--- config.mk ---
export PLATFORM = sky130hd
export DESIGN_NAME = signed_binary_to_decimal_ascii_top
export DESIGN_NICKNAME = d
export VERILOG_FILES = /design/src/rtl/sbd_pkg.sv /design/src/rtl/sbd_front.sv /design/src/rtl/sbd_queue.sv /design/src/rtl/sbd_back.sv /design/src/rtl/signed_binary_to_decimal_ascii_top.sv
export SDC_FILE = /design/constraint.sdc
export NUM_CORES = 1
export LEC_CHECK = 0
export BUFFER_PORTS_ARGS = -buffer_cell sky130_fd_sc_hd__buf_2
export CAP_MARGIN = 5
export CORE_MARGIN = 2
export CORE_UTILIZATION = 40
export DETAILED_ROUTE_END_ITERATION = 7
export SYNTH_ARGS = -nofsm -noshare
export SYNTH_HDL_FRONTEND = slang
export SYNTH_SLANG_ARGS = --single-unit
--- constraint.sdc ---
create_clock -name clk -period 5.8 [get_ports clk]
set_input_delay 1.16 -clock clk [delete_from_list [all_inputs] [get_ports clk]]
set_output_delay 1.16 -clock clk [all_outputs]
set_load 0.05 [all_outputs]
--- src/rtl/sbd_pkg.sv ---
package sbd_pkg;

    // Width of the two's complement input value.
    localparam int VALUE_BITS = 32;

    // Decimal digits that cover the largest magnitude, 2**(VALUE_BITS-1).
    // 1233/4096 lies just below log10(2), but scaling VALUE_BITS, not VALUE_BITS-1, keeps this from falling short.
    localparam int DIGITS = ((VALUE_BITS * 1233) >> 12) + 1;
    localparam int BCD_BITS = DIGITS * 4;

    // Counter widths for the conversion and the digit walk.
    localparam int CNT_BITS = $clog2(VALUE_BITS);
    localparam int LEFT_BITS = $clog2(DIGITS);

    // Stream data widths, padded to whole bytes.
    localparam int IN_TDATA_BITS = ((VALUE_BITS + 7) / 8) * 8;
    localparam int CHAR_BITS = 6;
    localparam int OUT_TDATA_BITS = ((CHAR_BITS + 7) / 8) * 8;

    // Depth of the queue between front and back.
    localparam int QUEUE_DEPTH = 2;
    localparam int QPTR_BITS = $clog2(QUEUE_DEPTH);
    localparam int QCNT_BITS = $clog2(QUEUE_DEPTH + 1);

    // Character codes.
    localparam logic [CHAR_BITS-1:0] ASCII_ZERO = 6'd48;
    localparam logic [CHAR_BITS-1:0] ASCII_MINUS = 6'd45;

    localparam logic [VALUE_BITS-1:0] MAG_ONE = {{(VALUE_BITS-1){1'b0}}, 1'b1};

    // One classified value waiting for conversion.
    typedef struct packed {
        logic                  neg;
        logic [VALUE_BITS-1:0] mag;
    } entry_t;

endpackage

--- src/rtl/sbd_front.sv ---
module sbd_front (
    input  logic                               s_axis_tvalid,
    output logic                               s_axis_tready,
    input  logic [sbd_pkg::IN_TDATA_BITS-1:0]  s_axis_tdata,   // value
    input  logic                               queue_full,
    output logic                               push,
    output sbd_pkg::entry_t                    entry
);

    logic [sbd_pkg::VALUE_BITS-1:0] raw;

    // Split the value into sign and unsigned magnitude.
    always_comb
    begin
        raw = s_axis_tdata[sbd_pkg::VALUE_BITS-1:0];
        entry.neg = raw[sbd_pkg::VALUE_BITS-1];
        entry.mag = entry.neg ? ((~raw) + sbd_pkg::MAG_ONE) : raw;
    end

    // A transfer is taken whenever the queue has room.
    assign s_axis_tready = !queue_full;
    assign push = s_axis_tvalid && !queue_full;

endmodule

--- src/rtl/sbd_queue.sv ---
module sbd_queue (
    input  logic            clk,
    input  logic            rst_n,
    input  logic            push,
    input  sbd_pkg::entry_t entry_in,
    output logic            full,
    input  logic            pop,
    output logic            valid,
    output sbd_pkg::entry_t entry_out
);

    sbd_pkg::entry_t                 slot_reg [sbd_pkg::QUEUE_DEPTH];
    logic [sbd_pkg::QPTR_BITS-1:0]   wr_ptr_reg;
    logic [sbd_pkg::QPTR_BITS-1:0]   wr_ptr_next;
    logic [sbd_pkg::QPTR_BITS-1:0]   rd_ptr_reg;
    logic [sbd_pkg::QPTR_BITS-1:0]   rd_ptr_next;
    logic [sbd_pkg::QCNT_BITS-1:0]   count_reg;
    logic [sbd_pkg::QCNT_BITS-1:0]   count_next;
    logic                            do_push;
    logic                            do_pop;

    assign full = (count_reg == sbd_pkg::QCNT_BITS'(sbd_pkg::QUEUE_DEPTH));
    assign valid = (count_reg != '0);
    assign entry_out = slot_reg[rd_ptr_reg];
    assign do_push = push && !full;
    assign do_pop = pop && valid;

    // Pointer and fill count update.
    always_comb
    begin
        wr_ptr_next = do_push ? wr_ptr_reg + 1'b1 : wr_ptr_reg;
        rd_ptr_next = do_pop ? rd_ptr_reg + 1'b1 : rd_ptr_reg;
        count_next = count_reg;
        if (do_push && !do_pop)
        begin
            count_next = count_reg + 1'b1;
        end
        else if (do_pop && !do_push)
        begin
            count_next = count_reg - 1'b1;
        end
    end

    always_ff @(posedge clk or negedge rst_n)
    begin
        if (!rst_n)
        begin
            wr_ptr_reg <= '0;
            rd_ptr_reg <= '0;
            count_reg <= '0;
        end
        else
        begin
            wr_ptr_reg <= wr_ptr_next;
            rd_ptr_reg <= rd_ptr_next;
            count_reg <= count_next;
        end
    end

    // Entry storage.
    always_ff @(posedge clk)
    begin
        if (do_push)
        begin
            slot_reg[wr_ptr_reg] <= entry_in;
        end
    end

endmodule

--- src/rtl/sbd_back.sv ---
module sbd_back (
    input  logic                                clk,
    input  logic                                rst_n,
    input  logic                                q_valid,
    input  sbd_pkg::entry_t                     q_entry,
    output logic                                q_pop,
    output logic                                m_axis_tvalid,
    input  logic                                m_axis_tready,
    output logic [sbd_pkg::OUT_TDATA_BITS-1:0]  m_axis_tdata,   // char_code
    output logic                                m_axis_tlast
);

    localparam logic [2:0] ST_IDLE = 3'd0;
    localparam logic [2:0] ST_CONV = 3'd1;
    localparam logic [2:0] ST_SKIP = 3'd2;
    localparam logic [2:0] ST_SIGN = 3'd3;
    localparam logic [2:0] ST_EMIT = 3'd4;

    localparam int VB = sbd_pkg::VALUE_BITS;
    localparam int BB = sbd_pkg::BCD_BITS;

    logic [2:0]                         state_reg;
    logic [2:0]                         state_next;
    logic [VB-1:0]                      bin_reg;
    logic [VB-1:0]                      bin_next;
    logic [BB-1:0]                      bcd_reg;
    logic [BB-1:0]                      bcd_next;
    logic [BB-1:0]                      bcd_adj;
    logic                               neg_reg;
    logic                               neg_next;
    logic [sbd_pkg::CNT_BITS-1:0]       cnt_reg;
    logic [sbd_pkg::CNT_BITS-1:0]       cnt_next;
    logic [sbd_pkg::LEFT_BITS-1:0]      left_reg;
    logic [sbd_pkg::LEFT_BITS-1:0]      left_next;
    logic                               out_valid_reg;
    logic                               out_valid_next;
    logic [sbd_pkg::CHAR_BITS-1:0]      out_char_reg;
    logic [sbd_pkg::CHAR_BITS-1:0]      out_char_next;
    logic                               out_last_reg;
    logic                               out_last_next;
    logic                               slot_free;
    logic [3:0]                         top_digit;

    // Add 3 to every BCD digit of 5 or more before the shift.
    always_comb
    begin
        for (int i = 0; i < sbd_pkg::DIGITS; i++)
        begin
            bcd_adj[i*4 +: 4] = (bcd_reg[i*4 +: 4] >= 4'd5) ?
                                bcd_reg[i*4 +: 4] + 4'd3 : bcd_reg[i*4 +: 4];
        end
    end

    assign top_digit = bcd_reg[BB-1 -: 4];
    assign slot_free = !out_valid_reg || m_axis_tready;

    // Conversion and character sequencing.
    always_comb
    begin
        state_next = state_reg;
        bin_next = bin_reg;
        bcd_next = bcd_reg;
        neg_next = neg_reg;
        cnt_next = cnt_reg;
        left_next = left_reg;
        out_valid_next = out_valid_reg && !m_axis_tready;
        out_char_next = out_char_reg;
        out_last_next = out_last_reg;
        q_pop = 1'b0;
        unique case (state_reg)
            ST_IDLE:
            begin
                if (q_valid)
                begin
                    q_pop = 1'b1;
                    bin_next = q_entry.mag;
                    neg_next = q_entry.neg;
                    bcd_next = '0;
                    cnt_next = sbd_pkg::CNT_BITS'(VB - 1);
                    state_next = ST_CONV;
                end
            end
            ST_CONV:
            begin
                bcd_next = {bcd_adj[BB-2:0], bin_reg[VB-1]};
                bin_next = {bin_reg[VB-2:0], 1'b0};
                cnt_next = cnt_reg - 1'b1;
                if (cnt_reg == '0)
                begin
                    left_next = sbd_pkg::LEFT_BITS'(sbd_pkg::DIGITS - 1);
                    state_next = ST_SKIP;
                end
            end
            ST_SKIP:
            begin
                // Drop leading zeros, keeping at least one digit.
                if (top_digit == 4'd0 && left_reg != '0)
                begin
                    bcd_next = {bcd_reg[BB-5:0], 4'd0};
                    left_next = left_reg - 1'b1;
                end
                else
                begin
                    state_next = neg_reg ? ST_SIGN : ST_EMIT;
                end
            end
            ST_SIGN:
            begin
                if (slot_free)
                begin
                    out_valid_next = 1'b1;
                    out_char_next = sbd_pkg::ASCII_MINUS;
                    out_last_next = 1'b0;
                    state_next = ST_EMIT;
                end
            end
            ST_EMIT:
            begin
                if (slot_free)
                begin
                    out_valid_next = 1'b1;
                    out_char_next = sbd_pkg::ASCII_ZERO + {2'b00, top_digit};
                    out_last_next = (left_reg == '0);
                    bcd_next = {bcd_reg[BB-5:0], 4'd0};
                    if (left_reg == '0)
                    begin
                        state_next = ST_IDLE;
                    end
                    else
                    begin
                        left_next = left_reg - 1'b1;
                    end
                end
            end
            default:
            begin
                state_next = ST_IDLE;
            end
        endcase
    end

    always_ff @(posedge clk or negedge rst_n)
    begin
        if (!rst_n)
        begin
            state_reg <= ST_IDLE;
            out_valid_reg <= 1'b0;
        end
        else
        begin
            state_reg <= state_next;
            out_valid_reg <= out_valid_next;
        end
    end

    // Datapath registers carry no reset.
    always_ff @(posedge clk)
    begin
        bin_reg <= bin_next;
        bcd_reg <= bcd_next;
        neg_reg <= neg_next;
        cnt_reg <= cnt_next;
        left_reg <= left_next;
        out_char_reg <= out_char_next;
        out_last_reg <= out_last_next;
    end

    assign m_axis_tvalid = out_valid_reg;
    assign m_axis_tdata = {{(sbd_pkg::OUT_TDATA_BITS - sbd_pkg::CHAR_BITS){1'b0}},
                           out_char_reg};
    assign m_axis_tlast = out_last_reg;

endmodule

--- src/rtl/signed_binary_to_decimal_ascii_top.sv ---
// Flow: each value passes through the queue, then a bit-serial double dabble conversion,
// a skip over leading zeros, an optional minus sign and then its digit characters.
// The converter finishes one value before it takes the next; the double dabble sets the
// bulk of the time per value, and a stall on m_axis_tready holds the character output.
// A two-entry queue lets the input take up to two values while the converter is busy.
// Reset: rst_n is asynchronous and active low; it empties the queue and the output register.
module signed_binary_to_decimal_ascii_top (
    input  logic                                clk,
    input  logic                                rst_n,
    input  logic                                s_axis_tvalid,
    output logic                                s_axis_tready,
    input  logic [sbd_pkg::IN_TDATA_BITS-1:0]   s_axis_tdata,   // value
    output logic                                m_axis_tvalid,
    input  logic                                m_axis_tready,
    output logic [sbd_pkg::OUT_TDATA_BITS-1:0]  m_axis_tdata,   // char_code
    output logic                                m_axis_tlast
);

    logic            push;
    logic            queue_full;
    logic            q_valid;
    logic            q_pop;
    sbd_pkg::entry_t front_entry;
    sbd_pkg::entry_t q_entry;

    // Sign and magnitude split.
    sbd_front u_front (
        .s_axis_tvalid (s_axis_tvalid),
        .s_axis_tready (s_axis_tready),
        .s_axis_tdata  (s_axis_tdata),
        .queue_full    (queue_full),
        .push          (push),
        .entry         (front_entry)
    );

    // Queue between front and back.
    sbd_queue u_queue (
        .clk       (clk),
        .rst_n     (rst_n),
        .push      (push),
        .entry_in  (front_entry),
        .full      (queue_full),
        .pop       (q_pop),
        .valid     (q_valid),
        .entry_out (q_entry)
    );

    // Conversion and character output.
    sbd_back u_back (
        .clk           (clk),
        .rst_n         (rst_n),
        .q_valid       (q_valid),
        .q_entry       (q_entry),
        .q_pop         (q_pop),
        .m_axis_tvalid (m_axis_tvalid),
        .m_axis_tready (m_axis_tready),
        .m_axis_tdata  (m_axis_tdata),
        .m_axis_tlast  (m_axis_tlast)
    );

endmodule

==> run summary <==
The effective utilization at floorplan came out at 40.9%. The area enclosed by the die boundary is 0.0212 sq mm. Clock skew on the completed layout was measured at 0.00951 ns. The number of clock buffers added by TritonCTS is 17. At the worst endpoint, the required time is 5.96 ns. Traced cell by cell, the critical path runs through buf_2 -> nor4_1 -> nand4_1 -> o41ai_1 -> xnor2_1. In the synthesized netlist, the cells that appear most often are edfxtp_1, nand2_1, o21ai_0. The maximum frequency from static timing analysis came out at 0.353 GHz. The average routed wire per standard cell is 14.8 um.

The first TritonRoute pass finished after 4 iterations. The count of buffers added by post-CTS timing repair for setup is 0. The number of nets still failing antenna checks after routing is 0.

In this run the tightest slew margin relative to its limit is 28.1%. In this run the core area contains 51 standard-cell rows. The routed via count is 5,010. The total overflow reported by the global router came out at 0. The first routing iteration left 327 violations.

The register with the most flip-flops in the layout has 66 of them. The min-delay analysis places its worst path in the category reg2reg. The final period utilization came out at 48.8%. The post-synthesis sequential element count is 162. The instance count of the mapped netlist is 659. Among all stages on the critical path, the largest delay is contributed by nand4_1. IR analysis of the VDD net gives a maximum drop of 0.228 mV.

The clock transition at the registers of the reported paths is 0.06 ns. The kind of critical path is in2reg. The final critical-path setup slack is 2.97 ns. At the end of the flow, the number of nets in the layout was 761.

The nature of the critical path endpoint is a flop. Summed over all nets, the half-perimeter wirelength after detailed placement is 9080 um. The number of DRC violations after detailed routing came out at 0. The quantity of I/O buffers inserted on ports is 43.

The total I/O pin count is 47. The flow ran to the end, and the final reports show no timing, DRC or antenna violations. The post-synthesis cell type count came out at 51. The number of buffers on the longest clock path is 2.

The tree is rooted in a clkbuf_16. The sum of negative setup slack is 0 ns. The number of sinks driven by the clock tree came out at 162.

Measured along the x axis, the die boundary spans 146 um. The first-pass GRT wire length came out at 24,700 um. Ranked by total cell area, the synthesized netlist is headed by edfxtp_1, mux2i_1, xnor2_1. The number of global-route vias before repair is 5,131. The number of antenna violations at the first check in global routing is 0. The count of pins over their slew limit is 0. The area of the multi-input gates came out at 0.00299 sq mm.

Across the run, the number of max-cap violations was 0. After filler insertion, the fill cell instance count of the layout stands at 1,804. The area of all sequential standard cells came out at 0.00483 sq mm. The level count of the clock H-tree came out at 4. The post-layout utilization of the core came out at 46.4%. The die extent in y came out at 146 um.

Summed over its instances, the top area cell type makes up 57.7% of the synthesized netlist area. At the pin with the least slew margin, the transition time is 1.08 ns. Setup violations remaining at the end of the flow were counted as 0.

The dominant register cell in the synthesized netlist is edfxtp_1. The maximum fanout count along the critical path is 10. The power density normalized to cell area is 493 mW/mm^2. The quantity of gates resized following cts came out at 0. The setup slack after placement came out at 2.54 ns. The area added between synthesis and finish is 13.4%.

The stage delay of the slowest cell on the critical path is 0.54 ns. The number of warnings printed during yosys synthesis is 0. Entering global routing, the biggest net connects 82 pins.

The cell accounting for the most synthesized area is edfxtp_1. The number of hold buffers added after CTS came out at 0. 0 antenna diodes ended up in the layout. The total standard cell area after synthesis came out at 0.00801 sq mm. The latest clock arrival within the worst-skew pair is 0.42 ns. The standard cell core area is 0.0196 sq mm. The shortest period the worst path allows came out at 2.83 ns. The leakage power total is 3.43 nW. Setup repair after global routing left no endpoint under its margin.

The via-per-instance ratio is 5.13. For this run, the register share of the synthesized area comes to 60.2%. The arrival time at the worst endpoint is 2.99 ns. The number of synthesized flops with an enable pin came out at 154. The congestion estimate from routability-driven global placement came to 0.776. TritonCTS built the clock tree. The startpoint type of the worst setup path is an input pin.

The most common cell in the synthesized netlist is edfxtp_1. For this block, the routed nets add up to 14,400 um of wire. After synthesis, the mean cell area works out to 12.2 sq um. The ratio of cells with drive above 1 in the final layout is 13.2%. The count of final hold-check violations was 0. Across every metal layer, demand over resource in global routing totals 14.4%. After synthesis, the share of flip-flops with an asynchronous set or reset is 4.94%.
## final timing paths
kind                                startpoint                       to  slack, ns  cells after the start
min reg2reg                     u_back.neg_reg      u_back.state_reg[2]       0.49                      1
max reg2reg                u_back.state_reg[0]       u_back.bcd_reg[38]       3.16                      5
min in group asynchronous                rst_n       u_queue.wr_ptr_reg       0.57                      1
min                             u_back.neg_reg      u_back.state_reg[2]       0.49                      1
max                            s_axis_tdata[0]  u_queue.slot_reg[1][25]       2.97                      5
max in group asynchronous                rst_n       u_queue.rd_ptr_reg       5.05                      1
## power by group
group | leakage, nW | internal, W | switching [W] | total, W
logic | 1.51 | 0.000560 | 0.000709 | 0.00127
clock network | 0.272 | 0.000630 | 0.000448 | 0.00108
registers | 1.66 | 0.00185 | 0.000287 | 0.00213
## area by class of cell
cell class / count / share of cell area (%)
sequential: 162 / 53.1
clock inverter: 13 / 1.50
timing repair buffer: 49 / 2.86
inverter: 31 / 1.28
clock buffer: 18 / 4.72
multi-input combinational: 438 / 32.9
tap: 265 / 3.65
## critical path, delay by kind of cell
kind / cells / cell delay (ns)
XOR/XNOR: 1 / 0.14
buffers and inverters: 1 / 0.13
AO/OA/AOI/OAI: 1 / 0.52
AND/OR/NAND/NOR: 2 / 1.05
## cell families after synthesis
logic type                 Yosys count  share of synthesized area (%)
and+or+nand+nor                    167                           10.6
DFF                                162                           60.2
other                                2                         0.0937
buffers and inverters               60                           2.95
xor gates and xnor gates            52                           5.68
adders and majority gates           26                           4.06
muxes                               43                           5.40
AOI/OAI and AO/OA                  147                           11.0
## cells in the final DEF, fill, tap and decap left out, types with 26 or more instances in the layout
cell type / instances
o21ai_0: 72
buf_2: 43
inv_1: 31
edfxtp_1: 154
mux2i_1: 41
ha_1: 26
nand2_1: 80
a21oi_1: 27
xnor2_1: 45
## stage by stage
stage	area (sq um)	instances	hold slack, ns	total power [W]
global route	9090	976	0.503	0.00480
global placement	8520	945	0.469	0.00336
floorplan	8020	660	0.434	0.00309
CTS	9090	976	0.478	0.00453
finish	9090	976	0.491	0.00448
detailed placement	8520	945	0.468	0.00344
## metal layers
metal,track usage [%],wire [um],vias up
met4,5.64,210,0
met5,0,0,-
met3,3.32,438,18
met1,17.9,6670,2423
met2,24.3,7130,80
li1,-,-,2489
Note: power is estimated with default switching activity, not from simulation.
